<file path="src/rtl/core/fpr_pkg.sv">
// Shared types, constants and the CRC function of the framed packet receiver.
`default_nettype none

package fpr_pkg;

  // Longest payload taken as a frame; longer frames are drained.
  localparam int unsigned MaxPayload = 64;
  // Entries in the queue between the front and the back.
  localparam int unsigned QueueDepth = 2;
  localparam logic [15:0] CrcPoly    = 16'h1021;

  localparam logic ReplyAck  = 1'b0;
  localparam logic ReplyNack = 1'b1;

  typedef enum logic [2:0] {
    CFG_START_BYTE      = 3'd0,
    CFG_QUERY_TYPE      = 3'd1,
    CFG_BOOT_COMMAND    = 3'd2,
    CFG_CRC_INITIAL     = 3'd3,
    CFG_HEADER_TIMEOUT  = 3'd4,
    CFG_PAYLOAD_TIMEOUT = 3'd5,
    CFG_DRAIN_TIMEOUT   = 3'd6
  } cfg_idx_e;

  typedef enum logic [3:0] {
    PH_HUNT    = 4'd0,
    PH_TYPE    = 4'd1,
    PH_SEQ     = 4'd2,
    PH_LENL    = 4'd3,
    PH_LENH    = 4'd4,
    PH_PAYLOAD = 4'd5,
    PH_CRCL    = 4'd6,
    PH_CRCH    = 4'd7,
    PH_DRAIN   = 4'd8
  } phase_e;

  // One classified request as it travels through the queue.
  typedef struct packed {
    logic       is_tick;
    logic       start_hit;
    logic [7:0] data;
  } item_t;

  typedef struct packed {
    logic [7:0]  start_byte;
    logic [7:0]  query_type;
    logic [7:0]  boot_command;
    logic [15:0] crc_initial;
    logic [15:0] header_timeout;
    logic [15:0] payload_timeout;
    logic [15:0] drain_timeout;
  } cfg_t;

  // CRC16-CCITT, MSB first, one byte.
  function automatic logic [15:0] crc16_byte(input logic [15:0] crc, input logic [7:0] b);
    logic [15:0] c;
    c = crc ^ {b, 8'h00};
    for (int i = 0; i < 8; i++) begin
      if (c[15]) begin
        c = {c[14:0], 1'b0} ^ CrcPoly;
      end else begin
        c = {c[14:0], 1'b0};
      end
    end
    return c;
  endfunction

endpackage

`default_nettype wire

</file>
<file path="src/rtl/core/fpr_front.sv">
// Input side: takes requests and classifies them for the frame engine.
`default_nettype none

module fpr_front
  import fpr_pkg::*;
(
  input  wire logic       in_valid_i,
  output logic            in_ready_o,
  input  wire logic       op_i,
  input  wire logic [7:0] rx_byte_i,
  input  wire logic [7:0] start_byte_i,
  input  wire logic       q_full_i,
  output logic            push_o,
  output item_t           item_o
);

  assign in_ready_o = !q_full_i;
  assign push_o     = in_valid_i && !q_full_i;

  always_comb begin
    item_o.is_tick   = op_i;
    item_o.data      = rx_byte_i;
    // start marker only counts on a byte, not on a tick
    item_o.start_hit = !op_i && (rx_byte_i == start_byte_i);
  end

endmodule

`default_nettype wire

</file>
<file path="src/rtl/core/fpr_queue.sv">
// Small register FIFO between the front and the frame engine.
`default_nettype none

module fpr_queue #(
  parameter int unsigned Width = 10,
  parameter int unsigned Depth = 2
) (
  input  wire logic             clk_i,
  input  wire logic             rst_ni,
  input  wire logic             push_i,
  input  wire logic [Width-1:0] wdata_i,
  output logic                  full_o,
  input  wire logic             pop_i,
  output logic                  valid_o,
  output logic      [Width-1:0] rdata_o
);

  localparam int unsigned PtrW = (Depth > 1) ? $clog2(Depth) : 1;
  localparam int unsigned CntW = $clog2(Depth + 1);
  localparam logic [PtrW-1:0] LastPtr = PtrW'(Depth - 1);
  localparam logic [CntW-1:0] FullCnt = CntW'(Depth);

  logic [Width-1:0] mem_q [Depth];
  logic [PtrW-1:0]  wr_ptr_q, wr_ptr_d;
  logic [PtrW-1:0]  rd_ptr_q, rd_ptr_d;
  logic [CntW-1:0]  count_q, count_d;
  logic             do_push, do_pop;

  assign full_o  = (count_q == FullCnt);
  assign valid_o = (count_q != '0);
  assign rdata_o = mem_q[rd_ptr_q];
  assign do_push = push_i && !full_o;
  assign do_pop  = pop_i && valid_o;

  always_comb begin
    wr_ptr_d = wr_ptr_q;
    rd_ptr_d = rd_ptr_q;
    count_d  = count_q;
    if (do_push) begin
      wr_ptr_d = (wr_ptr_q == LastPtr) ? '0 : wr_ptr_q + PtrW'(1);
    end
    if (do_pop) begin
      rd_ptr_d = (rd_ptr_q == LastPtr) ? '0 : rd_ptr_q + PtrW'(1);
    end
    if (do_push && !do_pop) begin
      count_d = count_q + CntW'(1);
    end else if (do_pop && !do_push) begin
      count_d = count_q - CntW'(1);
    end
  end

  always_ff @(posedge clk_i or negedge rst_ni) begin
    if (!rst_ni) begin
      wr_ptr_q <= '0;
      rd_ptr_q <= '0;
      count_q  <= '0;
    end else begin
      wr_ptr_q <= wr_ptr_d;
      rd_ptr_q <= rd_ptr_d;
      count_q  <= count_d;
    end
  end

  always_ff @(posedge clk_i) begin
    if (do_push) begin
      mem_q[wr_ptr_q] <= wdata_i;
    end
  end

endmodule

`default_nettype wire

</file>
<file path="src/rtl/core/fpr_back.sv">
// Frame engine: phase machine, on-the-fly CRC, timeouts and reply register.
`default_nettype none

module fpr_back
  import fpr_pkg::*;
(
  input  wire logic       clk_i,
  input  wire logic       rst_ni,
  input  wire logic       q_valid_i,
  input  wire item_t      q_item_i,
  output logic            q_pop_o,
  input  wire cfg_t       cfg_i,
  output logic            out_valid_o,
  input  wire logic       out_ready_i,
  output logic            reply_kind_o,
  output logic [7:0]      reply_seq_o,
  output logic            boot_request_o
);

  localparam logic [15:0] MaxLen = 16'(MaxPayload);

  phase_e      phase_q, phase_d;
  logic [7:0]  type_q, type_d;
  logic [7:0]  seq_q, seq_d;
  logic [7:0]  len_lo_q, len_lo_d;
  logic [15:0] length_q, length_d;
  logic [16:0] count_q, count_d;
  logic [15:0] crc_q, crc_d;
  logic [7:0]  crc_lo_q, crc_lo_d;
  logic [7:0]  first_q, first_d;
  logic [15:0] ticks_q, ticks_d;
  logic        out_valid_q, out_valid_d;
  logic        kind_q, kind_d;
  logic [7:0]  rseq_q, rseq_d;
  logic        boot_q, boot_d;

  logic [15:0] crc_next;
  logic [15:0] timeout;
  logic [15:0] ticks_inc;
  logic [16:0] count_inc;
  logic [15:0] new_len;
  logic        pop;

  // a new request is taken whenever the reply slot is free or being emptied
  assign pop     = q_valid_i && (!out_valid_q || out_ready_i);
  assign q_pop_o = pop;

  assign crc_next  = crc16_byte(crc_q, q_item_i.data);
  assign ticks_inc = (ticks_q == 16'hFFFF) ? ticks_q : ticks_q + 16'd1;
  assign count_inc = count_q + 17'd1;
  assign new_len   = {q_item_i.data, len_lo_q};

  always_comb begin
    case (phase_q)
      PH_PAYLOAD: timeout = cfg_i.payload_timeout;
      PH_DRAIN:   timeout = cfg_i.drain_timeout;
      default:    timeout = cfg_i.header_timeout;
    endcase
  end

  always_comb begin
    phase_d     = phase_q;
    type_d      = type_q;
    seq_d       = seq_q;
    len_lo_d    = len_lo_q;
    length_d    = length_q;
    count_d     = count_q;
    crc_d       = crc_q;
    crc_lo_d    = crc_lo_q;
    first_d     = first_q;
    ticks_d     = ticks_q;
    out_valid_d = out_valid_q && !out_ready_i;
    kind_d      = kind_q;
    rseq_d      = rseq_q;
    boot_d      = boot_q;

    if (pop) begin
      if (q_item_i.is_tick) begin
        if (phase_q != PH_HUNT) begin
          if (ticks_inc >= timeout) begin
            phase_d = PH_HUNT;
            ticks_d = '0;
          end else begin
            ticks_d = ticks_inc;
          end
        end
      end else begin
        ticks_d = '0;
        case (phase_q)
          PH_TYPE: begin
            type_d  = q_item_i.data;
            crc_d   = crc_next;
            phase_d = PH_SEQ;
          end
          PH_SEQ: begin
            seq_d   = q_item_i.data;
            crc_d   = crc_next;
            phase_d = PH_LENL;
          end
          PH_LENL: begin
            len_lo_d = q_item_i.data;
            crc_d    = crc_next;
            phase_d  = PH_LENH;
          end
          PH_LENH: begin
            length_d = new_len;
            crc_d    = crc_next;
            count_d  = '0;
            first_d  = '0;
            if (new_len > MaxLen) begin
              phase_d = PH_DRAIN;
            end else if (new_len == '0) begin
              phase_d = PH_CRCL;
            end else begin
              phase_d = PH_PAYLOAD;
            end
          end
          PH_PAYLOAD: begin
            if (count_q == '0) begin
              first_d = q_item_i.data;
            end
            crc_d   = crc_next;
            count_d = count_inc;
            if (count_inc >= {1'b0, length_q}) begin
              phase_d = PH_CRCL;
            end
          end
          PH_CRCL: begin
            crc_lo_d = q_item_i.data;
            phase_d  = PH_CRCH;
          end
          PH_CRCH: begin
            phase_d     = PH_HUNT;
            out_valid_d = 1'b1;
            rseq_d      = seq_q;
            kind_d      = ReplyNack;
            boot_d      = 1'b0;
            if ({q_item_i.data, crc_lo_q} == crc_q && type_q == cfg_i.query_type &&
                length_q == 16'd1) begin
              kind_d = ReplyAck;
              boot_d = (first_q == cfg_i.boot_command);
            end
          end
          PH_DRAIN: begin
            count_d = count_inc;
            if (count_inc >= {1'b0, length_q} + 17'd2) begin
              phase_d = PH_HUNT;
            end
          end
          default: begin
            phase_d = PH_HUNT;
            if (q_item_i.start_hit) begin
              crc_d   = crc16_byte(cfg_i.crc_initial, q_item_i.data);
              phase_d = PH_TYPE;
            end
          end
        endcase
      end
    end
  end

  always_ff @(posedge clk_i or negedge rst_ni) begin
    if (!rst_ni) begin
      phase_q     <= PH_HUNT;
      ticks_q     <= '0;
      out_valid_q <= 1'b0;
    end else begin
      phase_q     <= phase_d;
      ticks_q     <= ticks_d;
      out_valid_q <= out_valid_d;
    end
  end

  always_ff @(posedge clk_i) begin
    type_q   <= type_d;
    seq_q    <= seq_d;
    len_lo_q <= len_lo_d;
    length_q <= length_d;
    count_q  <= count_d;
    crc_q    <= crc_d;
    crc_lo_q <= crc_lo_d;
    first_q  <= first_d;
    kind_q   <= kind_d;
    rseq_q   <= rseq_d;
    boot_q   <= boot_d;
  end

  assign out_valid_o    = out_valid_q;
  assign reply_kind_o   = kind_q;
  assign reply_seq_o    = rseq_q;
  assign boot_request_o = boot_q;

`ifndef SYNTH
  a_crch_replies: assert property (@(posedge clk_i) disable iff (!rst_ni)
    (pop && !q_item_i.is_tick && phase_q == PH_CRCH) |=> (out_valid_q && phase_q == PH_HUNT))
    else $error("closing CRC byte did not load a reply");
  a_boot_only_on_ack: assert property (@(posedge clk_i) disable iff (!rst_ni)
    (out_valid_q && boot_q) |-> (kind_q == ReplyAck))
    else $error("boot request flagged on a NACK");
  a_payload_count: assert property (@(posedge clk_i) disable iff (!rst_ni)
    (phase_q == PH_PAYLOAD) |-> (count_q < {1'b0, length_q}))
    else $error("payload count ran past frame length");
`endif

endmodule

`default_nettype wire

</file>
<file path="src/rtl/core/framed_packet_receiver_crc16_ack.sv">
// Top level: out_valid_o rises once the closing CRC byte has passed the queue and the
// reply register, with the queue ahead empty and the reply slot free; a waiting reply
// adds its stall. Throughput one request per cycle while no reply waits; a 2-entry queue
// takes up to two more while a reply waits; the phase machine retires one per cycle.
// Reset: phase returns to hunting, queue and reply slot empty, registers to
// their defaults (start 2, query 81, boot 1, CRC init FFFF, timeouts 50/200/10).
`default_nettype none

module framed_packet_receiver_crc16_ack
  import fpr_pkg::*;
#(
  parameter int unsigned QDepth = QueueDepth
) (
  input  wire logic        clk_i,
  input  wire logic        rst_ni,
  input  wire logic        in_valid_i,
  output logic             in_ready_o,
  input  wire logic        op_i,
  input  wire logic [7:0]  rx_byte_i,
  input  wire logic        cfg_valid_i,
  output logic             cfg_ready_o,
  input  wire logic [2:0]  cfg_index_i,
  input  wire logic [15:0] cfg_data_i,
  output logic             out_valid_o,
  input  wire logic        out_ready_i,
  output logic             reply_kind_o,
  output logic [7:0]       reply_seq_o,
  output logic             boot_request_o
);

  cfg_t  cfg_q, cfg_d;
  item_t push_item;
  item_t head_item;
  logic  push, q_full, q_valid, q_pop;

  assign cfg_ready_o = 1'b1;

  always_comb begin
    cfg_d = cfg_q;
    if (cfg_valid_i) begin
      case (cfg_idx_e'(cfg_index_i))
        CFG_START_BYTE:      cfg_d.start_byte      = cfg_data_i[7:0];
        CFG_QUERY_TYPE:      cfg_d.query_type      = cfg_data_i[7:0];
        CFG_BOOT_COMMAND:    cfg_d.boot_command    = cfg_data_i[7:0];
        CFG_CRC_INITIAL:     cfg_d.crc_initial     = cfg_data_i;
        CFG_HEADER_TIMEOUT:  cfg_d.header_timeout  = cfg_data_i;
        CFG_PAYLOAD_TIMEOUT: cfg_d.payload_timeout = cfg_data_i;
        CFG_DRAIN_TIMEOUT:   cfg_d.drain_timeout   = cfg_data_i;
        default:             cfg_d = cfg_q;
      endcase
    end
  end

  always_ff @(posedge clk_i or negedge rst_ni) begin
    if (!rst_ni) begin
      cfg_q.start_byte      <= 8'd2;
      cfg_q.query_type      <= 8'd81;
      cfg_q.boot_command    <= 8'd1;
      cfg_q.crc_initial     <= 16'hFFFF;
      cfg_q.header_timeout  <= 16'd50;
      cfg_q.payload_timeout <= 16'd200;
      cfg_q.drain_timeout   <= 16'd10;
    end else begin
      cfg_q <= cfg_d;
    end
  end

  fpr_front u_front (
    .in_valid_i   (in_valid_i),
    .in_ready_o   (in_ready_o),
    .op_i         (op_i),
    .rx_byte_i    (rx_byte_i),
    .start_byte_i (cfg_q.start_byte),
    .q_full_i     (q_full),
    .push_o       (push),
    .item_o       (push_item)
  );

  fpr_queue #(
    .Width ($bits(item_t)),
    .Depth (QDepth)
  ) u_queue (
    .clk_i   (clk_i),
    .rst_ni  (rst_ni),
    .push_i  (push),
    .wdata_i (push_item),
    .full_o  (q_full),
    .pop_i   (q_pop),
    .valid_o (q_valid),
    .rdata_o (head_item)
  );

  fpr_back u_back (
    .clk_i          (clk_i),
    .rst_ni         (rst_ni),
    .q_valid_i      (q_valid),
    .q_item_i       (head_item),
    .q_pop_o        (q_pop),
    .cfg_i          (cfg_q),
    .out_valid_o    (out_valid_o),
    .out_ready_i    (out_ready_i),
    .reply_kind_o   (reply_kind_o),
    .reply_seq_o    (reply_seq_o),
    .boot_request_o (boot_request_o)
  );

endmodule

`default_nettype wire
</file>
<file path="config.mk">
export PLATFORM = sky130hd
export DESIGN_NAME = framed_packet_receiver_crc16_ack
export DESIGN_NICKNAME = d
export VERILOG_FILES = /design/src/rtl/core/fpr_pkg.sv /design/src/rtl/core/fpr_front.sv /design/src/rtl/core/fpr_queue.sv /design/src/rtl/core/fpr_back.sv /design/src/rtl/core/framed_packet_receiver_crc16_ack.sv
export SDC_FILE = /design/constraint.sdc
export NUM_CORES = 1
export LEC_CHECK = 0
export BUFFER_PORTS_ARGS = -buffer_cell sky130_fd_sc_hd__buf_2
export CAP_MARGIN = 20
export CELL_PAD_IN_SITES_DETAIL_PLACEMENT = 1
export CELL_PAD_IN_SITES_GLOBAL_PLACEMENT = 2
export CORE_MARGIN = 10
export CORE_UTILIZATION = 44
export CTS_CLUSTER_SIZE = 24
export DETAILED_ROUTE_END_ITERATION = 10
export PLACE_DENSITY = 0.81
export SYNTH_ARGS = -nofsm -noshare
export SYNTH_HDL_FRONTEND = slang
export SYNTH_HIERARCHICAL = 1
export SYNTH_SLANG_ARGS = --single-unit
export TNS_END_PERCENT = 5
</file>
<file path="constraint.sdc">
create_clock -name clk_i -period 4.45 [get_ports clk_i]
set_clock_uncertainty 0.05 [all_clocks]
set_input_delay 1.335 -clock clk_i [delete_from_list [all_inputs] [get_ports clk_i]]
set_output_delay 1.335 -clock clk_i [all_outputs]
set_load 0.005 [all_outputs]
</file>
==> Yosys cells after proc, flatten, opt, wreduce, memory -nomap -nowiden <==
Memory sizes are Yosys's and may differ from the RTL's.
Index checks and enable logic that the tools add are counted.
{ "classes": {"reduce_logical": 48, "eq_ne": 26, "bitwise_logic": 20, "muxes": 73, "addsub": 7, "n_lt_le_gt_ge": 4} }
{ "ops": {"columns": ["op", "n"], "rows": [
  ["16-bit two-way mux", 33],
  ["13-bit two-way mux", 16],
  ["16-bit one-hot mux with 2 select lines", 2],
  ["3-bit inverter", 16],
  ["17-bit one-hot mux with 2 select lines", 1],
  ["4-bit one-hot mux with 8 select lines", 1],
  ["16-bit bitwise XOR", 2],
  ["8-bit == test", 3],
  ["4-bit two-way mux", 6],
  ["3-bit AND reduction", 7],
  ["16-bit by 2-bit adder with 17-bit output, second input constant", 1],
  ["17-bit by 1-bit adder with 17-bit output, second input constant", 1],
  ["17-bit by 16-bit >= comparator with 1-bit output", 1],
  ["17-bit >= comparator", 1],
  ["17-bit zero test", 1],
  ["16-bit by 1-bit adder with 16-bit output, second input constant", 1],
  ["16-bit by 1-bit == test with 1-bit output, second input constant", 1],
  ["16-bit == test", 1],
  ["16-bit == test, second input constant", 1],
  ["4-bit by 3-bit == test with 1-bit output, second input constant", 4],
  ["16-bit >= comparator", 1],
  ["16-bit by 7-bit greater-than comparator with 1-bit output, second input constant", 1],
  ["16-bit zero test", 1],
  ["8-bit one-hot mux with 2 select lines", 1],
  ["29 further kinds", 74]
]} }
{ "word_totals": {"input_bits": 33, "memories": 1, "ff_bits": 212, "ramBits": 20} }
{ "memory_table": {"columns": ["memory", "words", "width", "rd", "rd_ports_with_merged_regs", "wr", "line_no", "source"], "rows": [
  ["u_queue.mem_q", 2, 10, 1, 0, 1, "fpr_queue.sv:23", "logic [Width-1:0] mem_q [Depth];"]
]} }

==> Depth between registers and ports, before layout <==
An unclocked memory read counts as a cell.
{ "logic_depth": {"ltp_word": 48, "depth_mapped": 17, "depth_no_buf": 15} }

==> Modules after synthesis <==
Netlist, hierarchy kept.
{ "by_module_without_submodules": {"columns": ["mod", "instances", "area_each_um2", "cells_each"], "rows": [
  ["fpr_back", 1, 7549.7, 711],
  ["framed_packet_receiver_crc16_ack", 1, 3484.6, 196],
  ["fpr_queue", 1, 968.4, 50],
  ["fpr_front", 1, 171.4, 22]
]} }

==> Worst setup path after synthesis <==
OpenSTA, ideal clock, no wires.
{ "synth_timing": {"path_type": "register to register", "startpoint": "register u_back.phase_q[0]", "endpoint": "register u_back.ticks_q[11]", "setup_ps": 83, "synth_period_minus_slack_ps": 3583, "arrival_time_ps": 3450, "stages_incl_launch_ff": 18, "t_required_ps": 4317, "setup_slack_ps": 867, "cell_sequence": "dfrtp_1 or3_1 clkbuf_1 nor2_2 nor2_1 clkbuf_1 nand2_1 nand2_1 ha_1 nand2b_1 a2111oi_0 o21ba_1 o21ai_0 a211o_1 clkbuf_1 a31oi_1 o21ai_0 o21ai_0"} }
{ "synth_via": {"elab_chain_len": 6, "word_cells_on_any_way": 10, "cone_classes": "order compare: 1; eq/ne: 3; mux: 4; reduce/logical: 2"} }
{ "synth_rtl": {"columns": ["item", "line_no", "source"], "rows": [
  ["from (decl)", "fpr_back.sv:22", "phase_e phase_q, phase_d;"],
  ["from (signal assigned)", "fpr_back.sv:168", "phase_q <= phase_d;"],
  ["4-bit == test / 4-bit by 3-bit == test with 1-bit output (equally long branches)", "fpr_back.sv:54", "case (phase_q)"],
  ["16-bit one-hot mux with 2 select lines", "fpr_back.sv:54", null],
  ["16-bit >= comparator", "fpr_back.sv:80", "if (ticks_inc >= timeout) begin"],
  ["16-bit two-way mux", "fpr_back.sv:80", null],
  ["16-bit two-way mux", "fpr_back.sv:79", "if (phase_q != PH_HUNT) begin"],
  ["16-bit two-way mux", "fpr_back.sv:78", "if (q_item_i.is_tick) begin"],
  ["to (signal assigned)", "fpr_back.sv:169", "ticks_q <= ticks_d;"],
  ["to (decl)", "fpr_back.sv:31", "logic [15:0] ticks_q, ticks_d;"]
]} }
Several ways; a longest one is shown, not always the timed one. The select of a mux whose other input is x is not followed.
A chain may end at the register's enable or synchronous reset.

==> Worst setup path in the final report <==
{ "layout_timing": {"startpoint": "register u_back.ticks_q[3]", "endpoint": "register u_back.phase_q[0]"} }
{ "layout_via": {"elab_chain_len": 5, "word_cells_on_any_way": 6, "cone_classes": "add/sub: 1; order compare: 1; eq/ne: 2; mux: 1; reduce/logical: 1"} }
{ "layout_rtl": {"columns": ["item", "line_no", "source"], "rows": [
  ["16-bit by 1-bit adder with 16-bit output / 16-bit == test (equally long branches)", "fpr_back.sv:49", "assign ticks_inc = (ticks_q == 16'hFFFF) ? ticks_q : ticks_q + 16'd1;"],
  ["16-bit two-way mux *", "fpr_back.sv:49", null],
  ["16-bit >= comparator *", "fpr_back.sv:80", null],
  ["2-bit by 1-bit != test with 1-bit output (no source line) *", null, null],
  ["5-bit AND reduction (no source line) *", null, null]
]} }
Every way passes the cells marked *; elsewhere a longest branch is shown, timed or not.

==> metrics.cfg <==
[critical_path]
crit_arrival_ns = 4.40
r2r_end = u_back/phase_q[0]
critPathLaunchType = flop
reg2reg_setup_slack_ns = 0.40
critical_path_peak_fanout = 11
reg2reg_depth = 14
r2r-start = u_back/ticks_q[3]
crit_type = flop to flop
endpoint_kind = flop
cp.required_ns = 4.80

[synthesis]
synth_top_area_cell = edfxtp_1
synth-edff-count = 119
ys_seq_area_share_pct = 52.9
synth_ff_type = edfxtp_1
synth_area_sq_um = 12200
synth-warning-count = 6
synthTopCellsByArea = edfxtp_1, dfrtp_1, mux2_2, xnor2_1, dfstp_2
synth-seq-cells = 232
synth_area_per_cell_sq_um = 12.4
syn-num-nets = 1063
synthCells = 979
yosysTopAreaCellShare_pct = 29.4
netlist-cell-type-count = 71
async_reset_ff_share_pct = 48.7

[floorplan]
core_sq_um = 27100
start_util_pct = 44.9
die_width_microns = 186
die-area_sq_um = 34700
die_y_microns = 186
rows = 60
io_pins = 46

[sta]
rsz0062_at_grt = no
drv_slew = 0
setup_ws_ns = 0.399
timing_hold_violations_final = 0
period_share_pct = 91.0
worstMarginPinSlew_ns = 0.904
setup_tns_ns = 0
period_minus_slack_ns = 4.05
finalSetupViolCount = 0
slew_headroom_pct = 39.2
fmax_mhz = 247

[hold_path]
holdPathStages = 0
hold_class = flop to flop
hold_end = u_back/reply_seq_o[3]
worstHoldStart = u_back/seq_q[3]

[status]
status = complete, no violations

[route]
drt_iter0_drc = 444
drcViolationCount = 0
drt_first_pass_iters = 4
drt-vias-per-instance = 5.41
ant_nets = 0
wirelength_mm = 29.3
wl_per_cell_microns = 20.6
vias = 7693

[flow_run]
cap_violations = 0

[pwr]
switching_power_mw = 2.96
intPower_mw = 5.63
p_leak_nw = 5.40
cellPowerDensity_nw_per_um2 = 628
p_clk_share_pct = 25.9
p_comb_share_pct = 35.6
ir_drop_mv = 0.450
switching_share_pct = 34.5
power.share.sequential_pct = 38.6

[clock_network]
cts_htree_levels = 1
cts_resized = 0
post_cts_buffers = 0
ctsRootBufferMaster = clkbuf_16
clkTransAtPathRegs_ns = 0.06
cts_buffer_depth = 3
postCtsHoldBufs = 0
cts_buffers = 26
cts_tree = yes
clock_sinks = 232
clk_latency_ns = 0.53

[finish]
fin_util_pct = 50.5
antenna_cells = 0
layout-drive-gt1-share_pct = 24.4
synthToLayoutAreaGrowth_pct = 12.4
nets = 1113
final_cell_area_sq_um = 13700

[place]
io_buffers = 44
post-dp-hpwl_mm = 21.2
dpl_cell_area_sq_um = 12800
pre_cts_ws_ns = 0.268
gp_congestion = 0.806

[global_routing]
grt_pass1_wl_mm = 46.7
grt_max_degree = 47
gr-total-overflow = 0
grt.total_usage_pct = 16.6
grt_antenna_before_repair = 0
grt_pass1_vias = 8357

how the worst max path moves through the flow:
stage / start / to / slack, ns / cells past startpoint
2_1_floorplan: u_back/phase_q[0] / u_back/ticks_q[11] / 0.87 / 17
3_5_place_dp: u_back/ticks_q[3] / u_back/phase_q[0] / 0.27 / 14
6_report: u_back/ticks_q[3] / u_back/phase_q[0] / 0.40 / 14
3_3_place_gp: u_back/ticks_q[3] / u_back/phase_q[2] / 0.42 / 15
5_1_grt: u_back/ticks_q[3] / u_back/phase_q[0] / 0.02 / 14
4_1_cts: u_back/ticks_q[3] / u_back/phase_q[0] / 0.25 / 14
critical path, stage by stage, from the launching register on:
cell and delay (ns):
dfrtp_1 0.43, and3_1 0.24, nand3_2 0.13, or4b_1 0.75, nand2b_1 0.24, nor3_1 0.13, and3_1 0.22, xor2_1 0.15
ha_1 0.29, o21ai_0 0.09, a21oi_1 0.14, a211o_1 0.37, nor3b_2 0.36, and3_4 0.27, o21ai_1 0.06
logic make-up (layout without fill, tap and decap cells):
family	after synthesis	count (layout)	share of synthesized area, %
AOI/OAI and AO/OA	127	127	6.68
and+or+nand+nor	252	252	12.1
xor gates and xnor gates	133	133	9.57
adders and majority gates	51	51	5.24
DFF	232	232	52.9
other	1	1	0.0308
buffers and inverters	76	146	3.11
muxes	107	107	10.4
metrics by stage:
stage / std cells / hold WS, ns / power, mW
4_1_cts: 1421 / 0.376 / 8.69
3_5_place_dp: 1373 / 0.362 / 6.41
6_report: 1421 / 0.374 / 8.60
2_1_floorplan: 979 / 0.350 / 5.52
5_1_grt: 1421 / 0.377 / 9.15
3_3_place_gp: 1373 / 0.353 / 6.31
power by group through the flow:
stage,sequential [mW],combinational [mW],clock (mW)
6_report,3.31,3.06,2.22
3_3_place_gp,3.33,2.98,0
5_1_grt,3.37,3.41,2.37
4_1_cts,3.32,3.09,2.28
3_5_place_dp,3.35,3.06,0
2_1_floorplan,3.24,2.28,0
per-layer routing:
layer,GRT usage (%),vias to the layer above,part of all wire [%]
li1,-,3645,-
met1,20.9,3916,45
met2,29.5,89,51
met3,1.73,43,2.2
met4,4.44,0,2.1
met5,0,-,0
synth_stat cells, types with 4 or more instances:
cell / number
clkbuf_1: 16
nor3_1: 11
xnor2_1: 92
nand4_1: 20
mux2_4: 19
a22o_1: 17
or3_1: 4
dfrtp_1: 84
and2_1: 10
mux2_2: 82
mux2i_1: 6
inv_1: 36
nor2_1: 43
a21oi_1: 40
edfxtp_1: 119
o21ai_1: 4
nor4_1: 14
buf_4: 12
and3_1: 11
nand2_1: 48
xor2_1: 41
nand2b_1: 12
buf_2: 7
nor2b_1: 19
o21ai_0: 27
nand3_1: 27
dfstp_2: 29
buf_6: 4
a21o_1: 4
o31ai_1: 9
ha_1: 51
state kept, by name (all words and copies together), names as in the netlist:
signal                 flops
u_queue/wr_ptr_q           1
u_back/seq_q               8
u_back/len_lo_q            8
u_queue/count_q            2
u_back/reply_seq_o         8
cfg_q                     88
u_back/length_q           16
u_back/crc_q              16
u_back/out_valid_o         1
u_queue/rd_ptr_q           1
u_back/first_q             8
u_back/boot_request_o      1
u_back/reply_kind_o        1
u_back/ticks_q            16
u_queue/mem_q             20
u_back/type_q              8
u_back/phase_q             4
u_back/count_q            17
u_back/crc_lo_q            8
final cells by class:
class / count / area [sq um]
flip-flops and latches: 232 / 6440
fillers: 2790 / 13400
inverters: 36 / 135
clock buffers: 36 / 729
repair buffers: 62 / 358
well taps: 372 / 465
clock inverters: 12 / 168
multi-input cells: 671 / 5390
cells in the final DEF (no fill, tap or decap), types with 12 or more instances in the layout:
| cell type | netlist | final |
|---|---|---|
| nor2b_1 | 19 | 19 |
| ha_1 | 51 | 51 |
| xor2_1 | 41 | 41 |
| a22o_1 | 17 | 17 |
| nand2b_1 | 12 | 12 |
| nand3_1 | 27 | 27 |
| mux2_2 | 82 | 82 |
| a21oi_1 | 40 | 40 |
| buf_2 | 7 | 43 |
| dfstp_2 | 29 | 29 |
| edfxtp_1 | 119 | 119 |
| nor4_1 | 14 | 13 |
| clkbuf_16 | 0 | 27 |
| xnor2_1 | 92 | 92 |
| dfrtp_1 | 84 | 84 |
| o21ai_0 | 27 | 27 |
| buf_4 | 12 | 19 |
| inv_1 | 36 | 36 |
| nand2_1 | 48 | 48 |
| nand4_1 | 20 | 20 |
| mux2_4 | 19 | 19 |
| nor2_1 | 43 | 40 |
(Power assumes the default switching activity.)
